<file path="src/sv/pcct_pkg.sv">
// Package for the pausable chronometer/countdown timer.
// Holds command codes, timing constants and the stage payload types.
// No dependencies; every other file uses it by scoped names.
`default_nettype none

package pcct_pkg;

   // Command codes on req_mode
   localparam logic [3:0] MODE_SET_INIT     = 4'd0;
   localparam logic [3:0] MODE_ADD_OFFSET   = 4'd1;
   localparam logic [3:0] MODE_START        = 4'd2;
   localparam logic [3:0] MODE_START_PAUSED = 4'd3;
   localparam logic [3:0] MODE_PAUSE        = 4'd4;
   localparam logic [3:0] MODE_CONTINUE     = 4'd5;
   localparam logic [3:0] MODE_RESET        = 4'd6;
   localparam logic [3:0] MODE_READ         = 4'd7;
   localparam logic [3:0] MODE_EDGE_QUERY   = 4'd8;

   // Milliseconds per second and its reciprocal: x / 1000 == (x * RECIP) >> 38
   // for every 32-bit unsigned x.
   localparam logic [31:0] MS_PER_SEC  = 32'd1000;
   localparam logic [10:0] MS_PER_SEC11 = 11'd1000;
   localparam logic [28:0] RECIP       = 29'd274877907;
   localparam int          RECIP_SHIFT = 38;
   localparam int          PROD_W      = 61;
   localparam int          QUOT_W      = PROD_W - RECIP_SHIFT;

   // One accepted request
   typedef struct packed {
      logic [3:0]  mode;
      logic [31:0] now_ms;
      logic [31:0] value_ms;
      logic [9:0]  window_ms;
      logic        want_rising;
      logic        want_falling;
   } cmd_type;

   // Timer value after the command, with what the window math needs
   typedef struct packed {
      logic [31:0] time_ms;
      logic [9:0]  window_ms;
      logic        edge_query;
      logic        want_rising;
      logic        want_falling;
      logic        running;
      logic        paused;
   } timed_type;

endpackage

`default_nettype wire

</file>
<file path="src/sv/pcct_state.sv">
// Timer state stage: applies one command to the marks and flags and
// registers the resulting timer value. Depends on pcct_pkg.
`default_nettype none

module pcct_state (
   input  wire logic                 clock,
   input  wire logic                 reset,
   input  wire logic                 in_valid,
   input  wire pcct_pkg::cmd_type    in_cmd,
   output logic                      in_stall,
   output logic                      out_valid,
   output pcct_pkg::timed_type       out_data,
   input  wire logic                 out_stall
);

   logic [31:0] init_time_ff, init_time_in;
   logic [31:0] start_mark_ff, start_mark_in;
   logic [31:0] pause_mark_ff, pause_mark_in;
   logic        started_ff, started_in;
   logic        paused_ff, paused_in;
   logic        valid_ff;
   pcct_pkg::timed_type data_ff, data_in;
   logic        advance;
   logic        take;

   assign advance  = !valid_ff || !out_stall;
   assign take     = in_valid && advance;
   assign in_stall = !advance;

   // Apply the command to the timer state
   always_comb begin
      init_time_in  = init_time_ff;
      start_mark_in = start_mark_ff;
      pause_mark_in = pause_mark_ff;
      started_in    = started_ff;
      paused_in     = paused_ff;
      unique case (in_cmd.mode)
         pcct_pkg::MODE_SET_INIT: begin
            init_time_in = in_cmd.value_ms;
         end
         pcct_pkg::MODE_ADD_OFFSET: begin
            if (started_ff) begin
               start_mark_in = start_mark_ff - in_cmd.value_ms;
            end else begin
               init_time_in = init_time_ff + in_cmd.value_ms;
            end
         end
         pcct_pkg::MODE_START: begin
            start_mark_in = in_cmd.now_ms - init_time_ff;
            started_in    = 1'b1;
            paused_in     = 1'b0;
         end
         pcct_pkg::MODE_START_PAUSED: begin
            start_mark_in = in_cmd.now_ms - init_time_ff;
            started_in    = 1'b1;
            paused_in     = 1'b1;
            pause_mark_in = in_cmd.now_ms;
         end
         pcct_pkg::MODE_PAUSE: begin
            if (!paused_ff) begin
               pause_mark_in = in_cmd.now_ms;
            end
            paused_in = 1'b1;
         end
         pcct_pkg::MODE_CONTINUE: begin
            if (paused_ff) begin
               start_mark_in = in_cmd.now_ms - (pause_mark_ff - start_mark_ff);
            end
            paused_in = 1'b0;
         end
         pcct_pkg::MODE_RESET: begin
            started_in = 1'b0;
            paused_in  = 1'b0;
         end
         default: begin
         end
      endcase
   end

   // Timer value as it stands after the command
   always_comb begin
      if (!started_in) begin
         data_in.time_ms = init_time_in;
      end else if (paused_in) begin
         data_in.time_ms = pause_mark_in - start_mark_in;
      end else begin
         data_in.time_ms = in_cmd.now_ms - start_mark_in;
      end
      data_in.window_ms    = in_cmd.window_ms;
      data_in.edge_query   = (in_cmd.mode == pcct_pkg::MODE_EDGE_QUERY);
      data_in.want_rising  = in_cmd.want_rising;
      data_in.want_falling = in_cmd.want_falling;
      data_in.running      = started_in;
      data_in.paused       = paused_in;
   end

   // Commit state and result only when the request moves on
   always_ff @(posedge clock) begin
      if (reset) begin
         init_time_ff  <= '0;
         start_mark_ff <= '0;
         pause_mark_ff <= '0;
         started_ff    <= 1'b0;
         paused_ff     <= 1'b0;
         valid_ff      <= 1'b0;
      end else begin
         if (advance) begin
            valid_ff <= in_valid;
         end
         if (take) begin
            init_time_ff  <= init_time_in;
            start_mark_ff <= start_mark_in;
            pause_mark_ff <= pause_mark_in;
            started_ff    <= started_in;
            paused_ff     <= paused_in;
         end
      end
   end

   always_ff @(posedge clock) begin
      if (take) begin
         data_ff <= data_in;
      end
   end

   assign out_valid = valid_ff;
   assign out_data  = data_ff;

endmodule

`default_nettype wire

</file>
<file path="src/sv/pcct_window.sv">
// Window and output stages: magnitude, reciprocal divide by 1000,
// remainder window test, edge tracking and the result register.
// Depends on pcct_pkg.
`default_nettype none

module pcct_window (
   input  wire logic                 clock,
   input  wire logic                 reset,
   input  wire logic                 in_valid,
   input  wire pcct_pkg::timed_type  in_data,
   output logic                      in_stall,
   output logic                      rsp_valid,
   input  wire logic                 rsp_stall,
   output logic signed [31:0]        rsp_time_ms,
   output logic                      rsp_not_positive,
   output logic        [31:0]        rsp_remaining_ms,
   output logic                      rsp_in_window,
   output logic                      rsp_edge_seen,
   output logic                      rsp_running_flag,
   output logic                      rsp_paused_flag
);

   typedef struct packed {
      pcct_pkg::timed_type base;
      logic [31:0]         mag;
      logic                positive;
      logic                not_positive;
      logic [31:0]         remaining;
   } mag_type;

   typedef struct packed {
      mag_type                        m;
      logic [pcct_pkg::QUOT_W-1:0]    quot;
   } quot_type;

   logic     a_valid_ff, b_valid_ff, c_valid_ff;
   logic     a_adv, b_adv, c_adv;
   mag_type  a_ff, a_in;
   quot_type b_ff, b_in;
   logic [31:0]           neg_time;
   logic                  negative;
   logic [pcct_pkg::PROD_W-1:0] product;
   logic [31:0]           quot_k;
   logic [31:0]           rem_full;
   logic [9:0]            rem;
   logic                  inw;
   logic                  edge_hit;
   logic                  last_in_window_ff;
   logic [31:0]           time_ff;
   logic                  not_positive_ff;
   logic [31:0]           remaining_ff;
   logic                  in_window_ff;
   logic                  edge_seen_ff;
   logic                  running_ff;
   logic                  paused_ff;

   // Stage handshake: a stage moves when it is empty or its successor moves
   assign c_adv    = !c_valid_ff || !rsp_stall;
   assign b_adv    = !b_valid_ff || c_adv;
   assign a_adv    = !a_valid_ff || b_adv;
   assign in_stall = !a_adv;

   // Sign split and magnitude
   always_comb begin
      negative        = in_data.time_ms[31];
      neg_time        = 32'd0 - in_data.time_ms;
      a_in.base       = in_data;
      a_in.positive   = !negative && (in_data.time_ms != 32'd0);
      a_in.not_positive = !a_in.positive;
      a_in.mag        = negative ? neg_time : in_data.time_ms;
      a_in.remaining  = a_in.positive ? 32'd0 : neg_time;
   end

   // Quotient by 1000 through the reciprocal
   always_comb begin
      product = {29'd0, a_ff.mag} * {32'd0, pcct_pkg::RECIP};
      b_in.m    = a_ff;
      b_in.quot = product[pcct_pkg::PROD_W-1:pcct_pkg::RECIP_SHIFT];
   end

   // Remainder, window test and edge qualification
   always_comb begin
      quot_k   = {{(32-pcct_pkg::QUOT_W){1'b0}}, b_ff.quot} * pcct_pkg::MS_PER_SEC;
      rem_full = b_ff.m.mag - quot_k;
      rem      = rem_full[9:0];
      if (b_ff.m.positive) begin
         inw = (rem <= b_ff.m.base.window_ms);
      end else begin
         inw = (({1'b0, rem} + {1'b0, b_ff.m.base.window_ms}) >= pcct_pkg::MS_PER_SEC11);
      end
      edge_hit = b_ff.m.base.edge_query && (inw != last_in_window_ff) &&
                 ((b_ff.m.base.want_rising && b_ff.m.base.want_falling) ||
                  (b_ff.m.base.want_rising && inw) ||
                  (b_ff.m.base.want_falling && !inw));
   end

   // Valid bits and the remembered window state
   always_ff @(posedge clock) begin
      if (reset) begin
         a_valid_ff        <= 1'b0;
         b_valid_ff        <= 1'b0;
         c_valid_ff        <= 1'b0;
         last_in_window_ff <= 1'b0;
      end else begin
         if (a_adv) begin
            a_valid_ff <= in_valid;
         end
         if (b_adv) begin
            b_valid_ff <= a_valid_ff;
         end
         if (c_adv) begin
            c_valid_ff <= b_valid_ff;
         end
         if (c_adv && b_valid_ff && b_ff.m.base.edge_query) begin
            last_in_window_ff <= inw;
         end
      end
   end

   // Payload registers
   always_ff @(posedge clock) begin
      if (a_adv && in_valid) begin
         a_ff <= a_in;
      end
      if (b_adv && a_valid_ff) begin
         b_ff <= b_in;
      end
      if (c_adv && b_valid_ff) begin
         time_ff         <= b_ff.m.base.time_ms;
         not_positive_ff <= b_ff.m.not_positive;
         remaining_ff    <= b_ff.m.remaining;
         in_window_ff    <= inw;
         edge_seen_ff    <= edge_hit;
         running_ff      <= b_ff.m.base.running;
         paused_ff       <= b_ff.m.base.paused;
      end
   end

   assign rsp_valid        = c_valid_ff;
   assign rsp_time_ms      = $signed(time_ff);
   assign rsp_not_positive = not_positive_ff;
   assign rsp_remaining_ms = remaining_ff;
   assign rsp_in_window    = in_window_ff;
   assign rsp_edge_seen    = edge_seen_ff;
   assign rsp_running_flag = running_ff;
   assign rsp_paused_flag  = paused_ff;

endmodule

`default_nettype wire

</file>
<file path="src/sv/pausable_chrono_countdown_timer.sv">
// Pausable chronometer / countdown timer, top level.
// Instantiates pcct_state and pcct_window; uses pcct_pkg.
//
// Signed millisecond timer driven by commands that each carry the current
// free-running millisecond count. Every request returns one response with the
// timer value after the command, the not-positive flag, the countdown
// remainder, the in-window flag, the edge flag (edge queries only) and the
// running/paused flags. One request is taken every clock cycle while
// req_stall is low; a response passes the input register, state update,
// magnitude, reciprocal multiply for the divide by 1000, then remainder test
// into the response register. Each stage holds its request while the stage
// after it is stalled.
`default_nettype none

module pausable_chrono_countdown_timer (
   input  wire logic               clock,
   input  wire logic               reset,
   input  wire logic               req_valid,
   output logic                    req_stall,
   input  wire logic        [3:0]  req_mode,
   input  wire logic        [31:0] req_now_ms,
   input  wire logic signed [31:0] req_value_ms,
   input  wire logic        [9:0]  req_window_ms,
   input  wire logic               req_want_rising,
   input  wire logic               req_want_falling,
   output logic                    rsp_valid,
   input  wire logic               rsp_stall,
   output logic signed [31:0]      rsp_time_ms,
   output logic                    rsp_not_positive,
   output logic        [31:0]      rsp_remaining_ms,
   output logic                    rsp_in_window,
   output logic                    rsp_edge_seen,
   output logic                    rsp_running_flag,
   output logic                    rsp_paused_flag
);

   logic                 in_valid_ff;
   pcct_pkg::cmd_type    in_cmd_ff;
   logic                 in_adv;
   logic                 st_stall;
   logic                 st_valid;
   pcct_pkg::timed_type  st_data;
   logic                 win_stall;

   assign in_adv    = !in_valid_ff || !st_stall;
   assign req_stall = !in_adv;

   // Capture the request
   always_ff @(posedge clock) begin
      if (reset) begin
         in_valid_ff <= 1'b0;
      end else if (in_adv) begin
         in_valid_ff <= req_valid;
      end
   end

   always_ff @(posedge clock) begin
      if (in_adv && req_valid) begin
         in_cmd_ff.mode         <= req_mode;
         in_cmd_ff.now_ms       <= req_now_ms;
         in_cmd_ff.value_ms     <= $unsigned(req_value_ms);
         in_cmd_ff.window_ms    <= req_window_ms;
         in_cmd_ff.want_rising  <= req_want_rising;
         in_cmd_ff.want_falling <= req_want_falling;
      end
   end

   pcct_state u_state (
      .clock     (clock),
      .reset     (reset),
      .in_valid  (in_valid_ff),
      .in_cmd    (in_cmd_ff),
      .in_stall  (st_stall),
      .out_valid (st_valid),
      .out_data  (st_data),
      .out_stall (win_stall)
   );

   pcct_window u_window (
      .clock            (clock),
      .reset            (reset),
      .in_valid         (st_valid),
      .in_data          (st_data),
      .in_stall         (win_stall),
      .rsp_valid        (rsp_valid),
      .rsp_stall        (rsp_stall),
      .rsp_time_ms      (rsp_time_ms),
      .rsp_not_positive (rsp_not_positive),
      .rsp_remaining_ms (rsp_remaining_ms),
      .rsp_in_window    (rsp_in_window),
      .rsp_edge_seen    (rsp_edge_seen),
      .rsp_running_flag (rsp_running_flag),
      .rsp_paused_flag  (rsp_paused_flag)
   );

endmodule

`default_nettype wire

</file>
<file path="config.mk">
export PLATFORM = sky130hd
export DESIGN_NAME = pausable_chrono_countdown_timer
export DESIGN_NICKNAME = d
export VERILOG_FILES = /design/src/sv/pcct_pkg.sv /design/src/sv/pcct_state.sv /design/src/sv/pcct_window.sv /design/src/sv/pausable_chrono_countdown_timer.sv
export SDC_FILE = /design/constraint.sdc
export NUM_CORES = 2
export LEC_CHECK = 0
export ABC_AREA = 1
export BUFFER_PORTS_ARGS = -buffer_cell sky130_fd_sc_hd__buf_2
export CORE_MARGIN = 5
export CORE_UTILIZATION = 55
export DETAILED_ROUTE_END_ITERATION = 7
export GPL_TIMING_DRIVEN = 1
export PLACE_DENSITY = 0.71
export RECOVER_POWER = 25
export REMOVE_ABC_BUFFERS = 1
export SETUP_SLACK_MARGIN = 0.3
export SLEW_MARGIN = 15
export SYNTH_ARGS = -nofsm -noshare
export SYNTH_HDL_FRONTEND = slang
export SYNTH_SLANG_ARGS = --single-unit
</file>
<file path="constraint.sdc">
create_clock -name clock -period 17.8 [get_ports clock]
set_clock_uncertainty 0.2 [all_clocks]
set_input_delay 0.89 -clock clock [delete_from_list [all_inputs] [get_ports clock]]
set_output_delay 0.89 -clock clock [all_outputs]
set_load 0.02 [all_outputs]
</file>
==> out/summary.txt <==
cells after synthesis - 5161
min-delay worst type - in -> reg
final hold vios - 0
drt drc - 0
Post-CTS Hold Buffers - 0
Total Wirelength - 142000 um
Fillers - 7189
Post-synth EDFFs - 405
most used cell, CP - fa_1
flops & latches, synth - 509
post-CTS setup buffer count - 0
die area - 0.0864 mm2
Total GRT Usage - 32.3%
Worst-path clk slew - 0.06 ns
status - finished, final reports clean
Power Dens Cells - 178 mW/mm2
crit-path cells - ha_1, fa_1, fa_1, inv_1, fa_1, inv_1, fa_1, fa_1, fa_1, inv_1, fa_1, inv_1, ha_1, a21oi_1, o21ai_0, nand2_1, a21oi_1, nor3_1, o211ai_1, xor2_1
vias per inst - 5.59
area of the multi-input gates - 0.0256 mm2
Worst EP arrival - 6.95 ns
Post-layout nets - 6206
root buffer cell - clkbuf_16
final instance area - 0.0484 mm2
FP Rows - 104
Initial DRC Count - 3158
WS Path Type - reg -> reg
maxcap violations - 0
largest area contributor in the netlist - edfxtp_1
Avg WL per Cell - 22.1 um
Initial Util - 55.3%
Leak - 23.1 nW
CTS Buf Count - 58
Post-DP HPWL - 116000 um
Tot Pwr - 8.60 mW
ANT nets after route - 0
Register Area - 0.0142 mm2
core area - 0.0802 mm2
share of layout cells above drive strength 1 - 6.16%
post-synthesis sequential area ratio - 32.1%
Required @ worst endpoint - 18.01 ns
Final WS setup - 11.06 ns
Die Y - 294 um
Worst-Margin Slew - 1.11 ns
Max stage delay on crit path - 0.71 ns
fin crit share - 37.9%
Synth area leaders - edfxtp_1 27%, fa_1 14%, ha_1 14%
placed inst area - 0.0463 mm2
Fmax - 148 MHz
Synth Cell Area - 0.0443 mm2
Mean Syn Cell Area - 8.59 um2
worst skew pair latency - 0.67 ns
R2R setup slack - 11.06 ns
die width - 294 um
Yosys warning count - 0
num ports - 155
dominant synthesized flop cell - edfxtp_1
RSZ-0062 raised after global routing - false
commonest non-fill, non-tap cell in the layout - inv_1
Worst Setup Start Kind - register
Max Root-Sink Buffers - 3
VDD IR max - 320 uV
GP Congestion - 1.03
crit path capture type - register
final setup violation count - 0
IO Port Bufs - 154
relative slew slack - 25.8%
vias in the first global route - 35400
minimum clock period - 6.74 ns
clk sinks - 509
area delta synth->final - 9.17%
via count - 35900
largest net degree at the start of global routing - 83
DR pass1 iterations - 6
hold_ws - 0.202 ns
TritonCTS clock tree - built
# resized after CTS - 0
WP buf/inv - 4
Max Fanout on Critical Path - 9
Yosys top cell area share - 27.4%
first-pass GRT wire length - 212000 um
highest-count cells in the layout ignoring fill and taps - 1089 x inv_1, 831 x nand2_1, 496 x ha_1
Critical-path top delay cell - edfxtp_1
post-synth cell types - 57
antenna violations before repair - 0
crit-path leading delay family - adder cells
Setup TNS - 0 ns
worst slack, placed - 11.11 ns
htree depth - 2
Final Max Tran Viols - 0
GR Overflow Total - 0
ys async rst share - 0%
## Yosys cell counts, types with 8 or more instances
cell type,n
o21a_1,15
nand4_1,37
nor2_2,11
o21ai_0,349
clkbuf_1,73
nand3_1,175
and3_1,8
xnor2_1,53
edfxtp_1,405
fa_1,318
nor4_1,15
ha_1,496
or2_2,18
o211ai_1,24
dfxtp_1,104
nand2_1,832
nor2_1,373
a21boi_0,9
a211oi_1,9
nand3b_1,8
a31oi_1,14
a21o_1,33
xor2_1,87
inv_1,1091
buf_2,11
a21oi_1,404
o21ai_1,13
o21bai_1,21
o22ai_1,28
nor3_1,50
o221ai_1,14
## layer usage
metal  up-vias  GRT usage (%)  routed length (um)
met2      1307           55.1               67900
met1     17100           39.3               54500
met5         -              0                   0
met3       335           4.20                8730
met4         0           19.3               10500
li1      17100              -                   -
## state kept, by name, summed over array words and instances, names as in the netlist, 32 cells and up
register,flops
in_cmd_ff,80
u_state.init_time_ff,32
u_state.pause_mark_ff,32
u_window.rsp_time_ms,32
u_window.rsp_remaining_ms,32
u_state.out_data,47
u_state.start_mark_ff,32
u_window.a_ff,112
u_window.b_ff,97
## where the power goes
part / switching (mW) / internal [mW] / leakage [nW] / total [mW]
sequential: 0.0695 / 1.41 / 4.63 / 1.48
combinational: 3.71 / 2.08 / 17.4 / 5.79
clock: 0.552 / 0.780 / 1.02 / 1.33
total: 4.33 / 4.27 / 23.1 / 8.60
## metrics by stage
step	instances	util, %
floorplan	5071	-
detailed placement	6308	57.7
finish	6419	60.4
global route	6418	60.4
CTS	6418	60.4
global placement	6308	57.7
## kinds of logic after synthesis
kind of cell	Yosys count	synth area share, %
xor+xnor	140	2.77
simple gates	1552	14.7
fa+ha+maj	814	28.4
buf+inv	1190	10.1
flops	509	32.1
compound gates	956	11.9
## path summary, 6_finish.rpt
kind / start / endpoint / cells past startpoint
min reg2reg: in_cmd_ff[6]$_DFFE_PP_ / u_state.out_data[9]$_DFFE_PP_ / 0
max: u_window.a_ff[54]$_DFFE_PP_ / u_window.b_ff[2]$_DFFE_PP_ / 20
min: req_window_ms[5] / in_cmd_ff[7]$_DFFE_PP_ / 1
max reg2reg: u_window.a_ff[54]$_DFFE_PP_ / u_window.b_ff[2]$_DFFE_PP_ / 20
## final cells by class
cell class	count	share of cell area, %
Multi-Input combinational cell	3462	53.0
Sequential cell	509	29.4
Inverter	1100	8.54
Clock buffer	69	3.13
Tap cell	1060	2.74
Timing Repair Buffer	177	1.94
Clock inverter	41	1.26
Antenna cell	1	0.00517
No activity file was read; power rests on OpenSTA's default activity.
